==> config.mk <==
export PLATFORM = sky130hd
export DESIGN_NAME = single_double_click_detector_unit
export DESIGN_NICKNAME = d
export VERILOG_FILES = /design/src/hw/rtl/sdc_pkg.sv /design/src/hw/rtl/sdc_csr.sv /design/src/hw/rtl/sdc_classifier.sv /design/src/hw/rtl/sdc_out_buf.sv /design/src/hw/rtl/single_double_click_detector_unit.sv
export SDC_FILE = /design/constraint.sdc
export NUM_CORES = 1
export LEC_CHECK = 0
export BUFFER_PORTS_ARGS = -buffer_cell sky130_fd_sc_hd__buf_4
export CAP_MARGIN = 20
export CORE_AREA = 2 2 86 88
export DETAILED_ROUTE_END_ITERATION = 8
export DIE_AREA = 0 0 88 90
export PLACE_DENSITY = 0.85
export SLEW_MARGIN = 5
export SYNTH_ARGS = -nofsm -noshare
export SYNTH_HDL_FRONTEND = slang
export SYNTH_SLANG_ARGS = --single-unit
export TNS_END_PERCENT = 20
==> constraint.sdc <==
create_clock -name clock -period 4.7 [get_ports clock]
set_input_delay 1.175 -clock clock [delete_from_list [all_inputs] [get_ports clock]]
set_output_delay 1.175 -clock clock [all_outputs]
set_load 0.02 [all_outputs]
==> src/hw/rtl/sdc_pkg.sv <==
// Shared types and constants for the single/double click detector.
// No dependencies; imported by every module of the block.
`timescale 1ns / 1ps

package sdc_pkg;

   localparam int unsigned WINDOW_WIDTH = 8;
   localparam int unsigned TICK_WIDTH   = 16;
   localparam int unsigned CSR_AW       = 3;
   localparam int unsigned CSR_DW       = 32;
   localparam int unsigned TDATA_WIDTH  = 8;

   localparam logic [WINDOW_WIDTH-1:0] CLICK_WINDOW_RESET = 8'd50;

   // Register index, taken from paddr[2] (word address).
   localparam logic REG_CLICK_WINDOW = 1'b0;

   typedef enum logic [1:0] {
      CLICK_NONE   = 2'd0,
      CLICK_SINGLE = 2'd1,
      CLICK_DOUBLE = 2'd2
   } click_kind_type;

   // Result side handshake toward the output buffer.
   typedef struct packed {
      logic           valid;
      click_kind_type kind;
   } click_result_type;

endpackage

==> src/hw/rtl/sdc_csr.sv <==
// Configuration register block: APB-style access to click_window.
// Depends on sdc_pkg.
`timescale 1ns / 1ps

module sdc_csr
   import sdc_pkg::*;
(
   input  logic                    clock,
   input  logic                    reset,
   input  logic                    csr_psel,
   input  logic                    csr_penable,
   input  logic                    csr_pwrite,
   input  logic [CSR_AW-1:0]       csr_paddr,
   input  logic [CSR_DW-1:0]       csr_pwdata,
   output logic [CSR_DW-1:0]       csr_prdata,
   output logic                    csr_pready,
   output logic [WINDOW_WIDTH-1:0] click_window
);

   logic [WINDOW_WIDTH-1:0] click_window_ff;
   logic [WINDOW_WIDTH-1:0] click_window_in;
   logic                    wr_en;

   assign csr_pready = 1'b1;
   assign wr_en      = csr_psel & csr_penable & csr_pwrite & csr_pready;

   always_comb begin
      click_window_in = click_window_ff;
      if (wr_en && (csr_paddr[2] == REG_CLICK_WINDOW)) begin
         click_window_in = csr_pwdata[WINDOW_WIDTH-1:0];
      end
   end

   always_ff @(posedge clock) begin
      if (reset) begin
         click_window_ff <= CLICK_WINDOW_RESET;
      end else begin
         click_window_ff <= click_window_in;
      end
   end

   always_comb begin
      unique case (csr_paddr[2])
         REG_CLICK_WINDOW: csr_prdata = {{(CSR_DW-WINDOW_WIDTH){1'b0}}, click_window_ff};
         default:          csr_prdata = '0;
      endcase
   end

   assign click_window = click_window_ff;

endmodule

==> src/hw/rtl/sdc_classifier.sv <==
// Click classifier: state registers and one-tick next-state/click logic.
// Depends on sdc_pkg.
`timescale 1ns / 1ps

module sdc_classifier
   import sdc_pkg::*;
(
   input  logic                    clock,
   input  logic                    reset,
   input  logic                    accept,
   input  logic                    key_level,
   input  logic [WINDOW_WIDTH-1:0] click_window,
   output click_kind_type          kind
);

   localparam logic [TICK_WIDTH-1:0] TICK_MAX = '1;

   logic                  press_seen_ff,   press_seen_in;
   logic                  edge_handled_ff, edge_handled_in;
   logic [1:0]            press_count_ff,  press_count_in;
   logic [TICK_WIDTH-1:0] window_ticks_ff, window_ticks_in;
   logic [TICK_WIDTH-1:0] hold_ticks_ff,   hold_ticks_in;

   logic [TICK_WIDTH-1:0] window_ext;
   logic                  pressed;
   logic                  done;

   assign window_ext = {{(TICK_WIDTH-WINDOW_WIDTH){1'b0}}, click_window};
   assign pressed    = ~key_level;

   always_comb begin
      press_seen_in   = press_seen_ff;
      edge_handled_in = edge_handled_ff;
      press_count_in  = press_count_ff;
      window_ticks_in = window_ticks_ff;
      kind            = CLICK_NONE;
      done            = 1'b0;

      // hold counter saturates
      if (pressed) begin
         hold_ticks_in = (hold_ticks_ff == TICK_MAX) ? TICK_MAX : hold_ticks_ff + 1'b1;
         press_seen_in = 1'b1;
      end else begin
         hold_ticks_in = '0;
      end

      // count a new press once
      if (!edge_handled_ff) begin
         if (press_seen_in) begin
            press_count_in  = press_count_ff + 2'd1;
            edge_handled_in = 1'b1;
         end
         if (press_count_in == 2'd2) begin
            press_count_in  = 2'd0;
            window_ticks_in = '0;
            kind            = CLICK_DOUBLE;
            done            = 1'b1;
         end
      end

      if (!done) begin
         if (key_level) begin
            press_seen_in   = 1'b0;
            edge_handled_in = 1'b0;
         end
         if (press_count_in == 2'd1) begin
            window_ticks_in = (window_ticks_ff == TICK_MAX) ? TICK_MAX
                                                             : window_ticks_ff + 1'b1;
            if ((window_ticks_in > window_ext) && (hold_ticks_in < window_ext)) begin
               press_count_in  = 2'd0;
               window_ticks_in = '0;
               kind            = CLICK_SINGLE;
            end else if (hold_ticks_in > window_ext) begin
               // long hold: drop the pending click
               press_count_in  = 2'd0;
               window_ticks_in = '0;
            end
         end
      end
   end

   always_ff @(posedge clock) begin
      if (reset) begin
         press_seen_ff   <= 1'b0;
         edge_handled_ff <= 1'b0;
         press_count_ff  <= 2'd0;
         window_ticks_ff <= '0;
         hold_ticks_ff   <= '0;
      end else if (accept) begin
         press_seen_ff   <= press_seen_in;
         edge_handled_ff <= edge_handled_in;
         press_count_ff  <= press_count_in;
         window_ticks_ff <= window_ticks_in;
         hold_ticks_ff   <= hold_ticks_in;
      end
   end

   // Stored press count is 0 or 1; a second press resolves in the same tick.
   a_count_low: assert property (@(posedge clock) disable iff (reset)
      (press_count_ff == 2'd0) || (press_count_ff == 2'd1))
      else $error("press count left at %0d", press_count_ff);

   a_window_idle: assert property (@(posedge clock) disable iff (reset)
      (press_count_ff == 2'd0) |-> (window_ticks_ff == '0))
      else $error("window running with no pending press");

   a_click_clears: assert property (@(posedge clock) disable iff (reset)
      (accept && (kind != CLICK_NONE)) |=> (press_count_ff == 2'd0))
      else $error("press count not cleared after click");

   a_release_clears_hold: assert property (@(posedge clock) disable iff (reset)
      (accept && key_level) |=> (hold_ticks_ff == '0))
      else $error("hold count survived release");

endmodule

==> src/hw/rtl/sdc_out_buf.sv <==
// Two-entry result buffer (output register plus skid stage).
// Depends on sdc_pkg.
`timescale 1ns / 1ps

module sdc_out_buf
   import sdc_pkg::*;
(
   input  logic             clock,
   input  logic             reset,
   input  click_result_type push,
   output logic             push_ready,
   output logic             rsp_tvalid,
   input  logic             rsp_tready,
   output click_kind_type   rsp_kind
);

   logic           main_valid_ff, main_valid_in;
   logic           skid_valid_ff, skid_valid_in;
   click_kind_type main_kind_ff,  main_kind_in;
   click_kind_type skid_kind_ff,  skid_kind_in;
   logic           pop;

   assign push_ready = ~skid_valid_ff;
   assign pop        = main_valid_ff & rsp_tready;

   always_comb begin
      main_valid_in = main_valid_ff;
      skid_valid_in = skid_valid_ff;
      main_kind_in  = main_kind_ff;
      skid_kind_in  = skid_kind_ff;
      if (skid_valid_ff) begin
         if (pop) begin
            main_kind_in  = skid_kind_ff;
            skid_valid_in = 1'b0;
         end
      end else if (push.valid) begin
         if (!main_valid_ff || pop) begin
            main_kind_in  = push.kind;
            main_valid_in = 1'b1;
         end else begin
            skid_kind_in  = push.kind;
            skid_valid_in = 1'b1;
         end
      end else if (pop) begin
         main_valid_in = 1'b0;
      end
   end

   always_ff @(posedge clock) begin
      if (reset) begin
         main_valid_ff <= 1'b0;
         skid_valid_ff <= 1'b0;
      end else begin
         main_valid_ff <= main_valid_in;
         skid_valid_ff <= skid_valid_in;
      end
   end

   always_ff @(posedge clock) begin
      main_kind_ff <= main_kind_in;
      skid_kind_ff <= skid_kind_in;
   end

   assign rsp_tvalid = main_valid_ff;
   assign rsp_kind   = main_kind_ff;

   a_skid_behind_main: assert property (@(posedge clock) disable iff (reset)
      skid_valid_ff |-> main_valid_ff)
      else $error("skid entry without output entry");

   a_skid_drains_first: assert property (@(posedge clock) disable iff (reset)
      (skid_valid_ff && pop) |=> (main_kind_ff == $past(skid_kind_ff)))
      else $error("skid entry lost or reordered");

   a_no_push_when_full: assert property (@(posedge clock) disable iff (reset)
      skid_valid_ff |-> !push.valid)
      else $error("transfer pushed into full buffer");

endmodule

==> src/hw/rtl/single_double_click_detector_unit.sv <==
// Single/double click detector, top level. Each input transfer's result
// is registered in the result buffer, shown on rsp_tvalid. Throughput: one
// item per cycle; req_tready drops only while both result slots are full.
// Reset (synchronous, active high): click_window returns to 50, all click
// state and result buffers clear. Depends on sdc_pkg and its submodules.
`timescale 1ns / 1ps

module single_double_click_detector_unit
   import sdc_pkg::*;
(
   input  logic                   clock,
   input  logic                   reset,
   // input channel
   input  logic                   req_tvalid,
   output logic                   req_tready,
   input  logic [TDATA_WIDTH-1:0] req_tdata,   // [0] key_level, [7:1] zero
   // result channel
   output logic                   rsp_tvalid,
   input  logic                   rsp_tready,
   output logic [TDATA_WIDTH-1:0] rsp_tdata,   // [1:0] click_kind, [7:2] zero
   // configuration port
   input  logic                   csr_psel,
   input  logic                   csr_penable,
   input  logic                   csr_pwrite,
   input  logic [CSR_AW-1:0]      csr_paddr,
   input  logic [CSR_DW-1:0]      csr_pwdata,
   output logic [CSR_DW-1:0]      csr_prdata,
   output logic                   csr_pready
);

   logic [WINDOW_WIDTH-1:0] click_window;
   logic                    accept;
   click_kind_type          kind;
   click_kind_type          rsp_kind;
   click_result_type        result;

   // One register, word address 0 (paddr[2] selects the word).
   sdc_csr u_csr (
      .clock        (clock),
      .reset        (reset),
      .csr_psel     (csr_psel),
      .csr_penable  (csr_penable),
      .csr_pwrite   (csr_pwrite),
      .csr_paddr    (csr_paddr),
      .csr_pwdata   (csr_pwdata),
      .csr_prdata   (csr_prdata),
      .csr_pready   (csr_pready),
      .click_window (click_window)
   );

   // State advances on the transfer; the click for that tick goes straight
   // into the result buffer in the same edge.
   assign accept = req_tvalid & req_tready;

   sdc_classifier u_classifier (
      .clock        (clock),
      .reset        (reset),
      .accept       (accept),
      .key_level    (req_tdata[0]),
      .click_window (click_window),
      .kind         (kind)
   );

   assign result.valid = accept;
   assign result.kind  = kind;

   // Output register plus skid slot: input keeps flowing while one result
   // waits on a stalled consumer.
   sdc_out_buf u_out_buf (
      .clock      (clock),
      .reset      (reset),
      .push       (result),
      .push_ready (req_tready),
      .rsp_tvalid (rsp_tvalid),
      .rsp_tready (rsp_tready),
      .rsp_kind   (rsp_kind)
   );

   assign rsp_tdata = {{(TDATA_WIDTH-2){1'b0}}, rsp_kind};

endmodule
---- After elaboration in Yosys (flattened, before gate mapping) ----
Index checks and enable logic that the tools add are counted.
Widths: inputs -> output; s select.
operators by class
  reduce and logical (&&, ||, !) cells .... 10
  shifts and indexed selects .............. 0
  add/sub/neg operators ................... 3
  mux-type cells .......................... 43
  eq/ne operators ......................... 6
  multipliers ............................. 0
  divide/modulo/power cells ............... 0
  magnitude comparators ................... 3
  bitwise logic cells ..................... 7
operators by type and width
  operator               count
  $mux 16                9
  $mux 2                 17
  $add 16x1->16 const B  2
  $eq 16x16->1 const B   2
  $gt 16x8->1            2
  $lt 16x8->1            1
  $mux 1                 16
  $reduce_and 3->1       3
  $mux 8                 1
  $reduce_bool 2->1      3
  $and 1x1->1            4
  $not 1->1              3
  $add 2x1->2 const B    1
  $eq 2x1->1 const B     1
  $eq 2x2->1 const B     1
  $logic_and 1x1->1      2
  $ne 2x1->1 const B     1
  $ne 2x2->1 const B     1
  $logic_not 1->1        1
  $logic_or 1x1->1       1
word-level totals
  bits in latches ......................... 0
  bits in registers ....................... 50
  bits in writable memories ............... 0
  input port bits ......................... 50
  bits in read-only memories .............. 0
  logic and storage cells ................. 82
  memories kept ........................... 0

---- Longest topological paths before layout ----
  word-level depth ........................ 12
  depth in mapped cells ................... 16
  depth with buffers taken out ............ 14

---- Cells and area by module ----
From an unflattened synthesis, not the netlist that was laid out.
second synthesis, totals
  cell total of the unflattened synthesis .. 454
  area total of the unflattened synthesis .. 3732.3 um2
by module, submodules not included
  module                             seq. area each (um2)  area an instance (um2)  times used  cells each
  sdc_classifier                     720.7                 2783.9                  1           356
  sdc_csr                            160.2                 615.6                   1           70
  sdc_out_buf                        160.2                 277.8                   1           20
  single_double_click_detector_unit  0.0                   55.1                    1           8

---- Worst setup path before layout ----
No wires, ideal clock.
  path kind ............................... input port to flip-flop
  start ................................... input port req_tdata[0]
  end ..................................... register u_classifier.window_ticks_ff[10]
  path buffers ............................ 3
  stages on the path ...................... 13
  path slack .............................. 942 ps
  required time ........................... 4625 ps
  arrival time ............................ 3683 ps
  cell sequence ........................... clkbuf_1 inv_1 clkbuf_1 o21ai_0 a31oi_1 ha_1 a21oi_1 a21boi_0 or3_1 o31ai_4 buf_6 nand4_1 a22oi_2
on the way
  elaborated cells between the ends (all ways) .. 19
  classes of those cells .................. 2 x order compare; 2 x eq/ne; 14 x mux; 1 x reduce/logical
RTL lines
  what                                          RTL line                                    text
  start: declaration                            single_double_click_detector_unit.sv:16     input logic [TDATA_WIDTH-1:0] req_tdata,
  $mux 16 (*)                                   sdc_classifier.sv:40                        if (pressed) begin
  named net u_classifier.hold_ticks_in[6]       sdc_classifier.sv:22                        logic [TICK_WIDTH-1:0] hold_ticks_ff, hold_ticks_in;
  $gt 16x8->1 or $lt 16x8->1 (tied branches)    sdc_classifier.sv:73, sdc_classifier.sv:69
  $mux 16 or $logic_and 1x1->1 (tied branches)  sdc_classifier.sv:73, sdc_classifier.sv:69
  $mux 16 (*)                                   sdc_classifier.sv:69                        if ((window_ticks_in > window_ext) && (hold_ticks_in < window_ext)) begin
  $mux 16 (*)                                   sdc_classifier.sv:66                        if (press_count_in == 2'd1) begin
  $mux 16 (*)                                   sdc_classifier.sv:61                        if (!done) begin
  end signal: assignment                        sdc_classifier.sv:93                        window_ticks_ff <= window_ticks_in;
  end: declaration                              sdc_classifier.sv:21                        logic [TICK_WIDTH-1:0] window_ticks_ff, window_ticks_in;
The timed path passes the listed nets; every way through them passes the cells marked *. The select of a mux whose other input is x is not followed.
A chain may end at the register's enable or synchronous reset.

---- Final worst setup path ----
  start ................................... register u_classifier.window_ticks_ff[0]
  end ..................................... register u_classifier.window_ticks_ff[12]
on the way
  word-level cells in the longest chain between the ends .. 7
  elaborated cells between the ends (all ways) .. 9
  classes of those cells .................. 1 x add/sub; 1 x order compare; 1 x eq/ne; 5 x mux; 1 x reduce/logical
ends and longest elaborated chain
  what                                           RTL line                                    text
  $add 16x1->16 or $eq 16x16->1 (tied branches)  sdc_classifier.sv:68, sdc_classifier.sv:67
  $mux 16 (*)                                    sdc_classifier.sv:67                        window_ticks_in = (window_ticks_ff == TICK_MAX) ? TICK_MAX
  $gt 16x8->1                                    sdc_classifier.sv:69
  $logic_and 1x1->1                              sdc_classifier.sv:69
  $mux 16 (*)                                    sdc_classifier.sv:69
  $mux 16 (*)                                    sdc_classifier.sv:66
  $mux 16 (*)                                    sdc_classifier.sv:61
Every way passes the cells marked *; elsewhere a longest branch is shown, timed or not.

==> flow_summary.json <==
{
  "status": "finished clean",
  "crit_chain": "ha_1 > and3_1 > nand3_1 > or3_1 > o21ai_0 > ha_1 > and3_1 > a221o_1 > a21o_1 > a22o_1 > o31ai_4 > buf_4 > nand4_1 > a22oi_2",
  "power.leakage_nw": 1.61,
  "dieArea_um2": 7920,
  "use_met2": 0.373,
  "root_buffer": "clkbuf_8",
  "final_layout_size_suffix_gt1_frac": 0.116,
  "crit_arrival_ns": 4.27,
  "diodes": 0,
  "busiest_layer": "met2",
  "ant_nets": 0,
  "first_pass_iters": 5,
  "post_cts.repair.setup_buffers": 0,
  "synth_ff_type": "dfxtp_1",
  "async_flop_share": 0,
  "fmax_mhz": 248,
  "synth_cell_types": 66,
  "period_needed_ns": 4.03,
  "fin_skew_ns": 0.00841,
  "ios": 93,
  "hold_path.class": "register to register",
  "drc": 0,
  "setup_viol": 0,
  "worst_path_largest_cell_delay_ns": 0.48,
  "ys_ff_latch": 50,
  "antenna_found_initial": 0,
  "drt_iter0_drc": 237,
  "yosysWarnings": 0,
  "cpMaxStageDelayCell": "o31ai_4",
  "nNetsFinal": 565,
  "reg2reg_depth": 14,
  "via_per_inst": 5.80,
  "clk_path_buf_depth": 2,
  "cts_resized": 0,
  "syn_area_um2": 3720,
  "initial_core_util": 0.529,
  "tns_ns": 0,
  "area_growth_syn_to_layout_pct": 5.89,
  "fin_ws_ns": 0.667,
  "final_max_slew_viol_count": 0,
  "place_ws_ns": 0.747,
  "clk_latency_ns": 0.31,
  "synth_seq_area_share": 0.280,
  "finalHoldViolCount": 0,
  "period_share": 0.858,
  "grt_pass1_wl_um": 14200,
  "gp_congestion": 0.936,
  "netlist_instances": 487,
  "rsz0062_at_grt": "no",
  "cts_hold_buf": 0,
  "dieHeight_um": 90,
  "critical_path.endpoint_type": "register",
  "grt-ovfl-total": 0,
  "totalWireLength_um": 8510,
  "power_density_nw_per_um2": 216,
  "mostFrequentLayoutCells": "nand2_1, dfxtp_1, a21oi_1",
  "rows": 31,
  "drv_cap": 0,
  "coreArea_um2": 7020,
  "worstHoldPathCells": 2,
  "slew_headroom": 0.426,
  "setup.worst_path.class": "register to register",
  "grt_pass1_vias": 3144,
  "worstMarginPinSlew_ns": 0.859,
  "cts_num_sinks": 50,
  "wl_per_cell_um": 14.3,
  "final_common_cell": "nand2_1",
  "grt_use_met1": 0.278,
  "synth_edf_count": 4,
  "path_max_fanout": 11,
  "startpoint_type": "register",
  "cp.required_ns": 4.94,
  "grt_max_degree": 35,
  "io_buffers": 28,
  "irDropWorstVdd_v": 0.000126,
  "hpwl_um": 6210,
  "cts_buffers": 5,
  "htreeDepth": 2,
  "die_w_um": 88,
  "grt_usage": 0.217,
  "synth_area_per_cell_um2": 7.63,
  "cts_tree": "built",
  "path_clk_slew_ns": 0.10,
  "vias": 3460,
  "final_util": 0.561,
  "grtUsageMet3": 0.0376
}
## layout make-up
cell class	instances	area [um2]
Fill cell	641	3090
Multi-Input combinational cell	383	2340
Sequential cell	50	1040
Timing Repair Buffer	33	248
Tap cell	99	124
Inverter	24	90.1
Clock buffer	6	82.6
Clock inverter	2	11.3
## metal layers
layer / part of all wire / up-vias / wire length [um]
met5: 0 / - / 0
met4: 0.012 / 0 / 102
met3: 0.046 / 14 / 389
met2: 0.52 / 107 / 4450
met1: 0.42 / 1644 / 3570
li1: - / 1695 / -
## synth_stat cells (all sizes together), types with 2 or more instances
cell type  instances  area, um2
o311ai             2       17.5
or3                6       37.5
and2               4       25.0
ha                18        225
a211oi             5       42.5
nor2              37        139
nor4               3       25.0
o211ai             3       22.5
buf               39        280
nand4             24        201
and4               5       43.8
nor3b              2       26.3
a31oi              8       50.1
nor3              19        121
conb               2       7.51
o21ai             19       98.9
a21oi             39        195
o21a               2       15.0
and3               5       31.3
a22oi              4       40.0
nand4b             2       17.5
edfxtp             4        120
xnor2              7       61.3
a21o               3       22.5
a41oi              3       26.3
o22ai              3       18.8
xor2               4       35.0
dfxtp             46        921
mux2i              3       30.0
nand2             68        255
inv               24       90.1
o31ai              5       56.3
nor2b              8       50.1
o2111ai            3       26.3
nand2b             3       18.8
a311oi             2       17.5
nand3             19       95.1
a211o              3       26.3
clkbuf            20       75.1
## worst max-delay path, delay by kind of cell, from the launching register on
kind                       cells  cell delay (ns)
adders and majority gates      2             0.53
and+or+nand+nor                5             1.07
DFF                            1             0.41
AOI/OAI and AO/OA              6             1.69
buffers and inverters          1             0.24
## through the flow
stage                     area, um2  power [mW]  cells  hold slack [ns]
after floorplan                3820       0.576    516            0.436
after global placement         3840       0.586    589            0.442
after detailed placement       3840       0.591    589            0.449
after CTS                      3940       0.858    597            0.463
after global routing           3940       0.889    597            0.485
final                          3940       0.851    597            0.465
## flip-flops by register name (all words and copies together), names as in the netlist
signal                        cells
u_classifier.hold_ticks_ff       16
u_classifier.window_ticks_ff     16
u_csr.click_window                8
u_classifier.press_count_ff       2
u_out_buf.rsp_kind                2
u_out_buf.skid_kind_ff            2
u_classifier.edge_handled_ff      1
u_classifier.press_seen_ff        1
u_out_buf.rsp_tvalid              1
u_out_buf.skid_valid_ff           1
## path summary, 6_finish.rpt
| check | startpoint | endpoint | slack, ns |
|---|---|---|---|
| setup / recovery | u_classifier.window_ticks_ff[0] | u_classifier.window_ticks_ff[12] | 0.67 |
| hold / removal | u_csr.click_window[2] | u_csr.click_window[2] | 0.46 |
| setup reg to reg | u_classifier.window_ticks_ff[0] | u_classifier.window_ticks_ff[12] | 0.67 |
| hold reg to reg | u_csr.click_window[2] | u_csr.click_window[2] | 0.46 |
## cell families (layout without fill, tap and decap cells)
group,Yosys count,after routing,synth area share
buf+inv,83,65,0.120
flops,50,50,0.280
fa+ha+maj,18,18,0.0606
compound gates,112,112,0.202
mux,4,4,0.0121
simple gates,207,207,0.298
xor+xnor,11,11,0.0259
other cells,2,31,0.00202
## power by group
group	total [mW]	switching (mW)	internal (mW)
registers	0.448	0.00962	0.438
logic	0.135	0.0893	0.0454
clock network	0.268	0.149	0.119
total	0.851	0.248	0.603
Power figures use the tool's default switching activity.
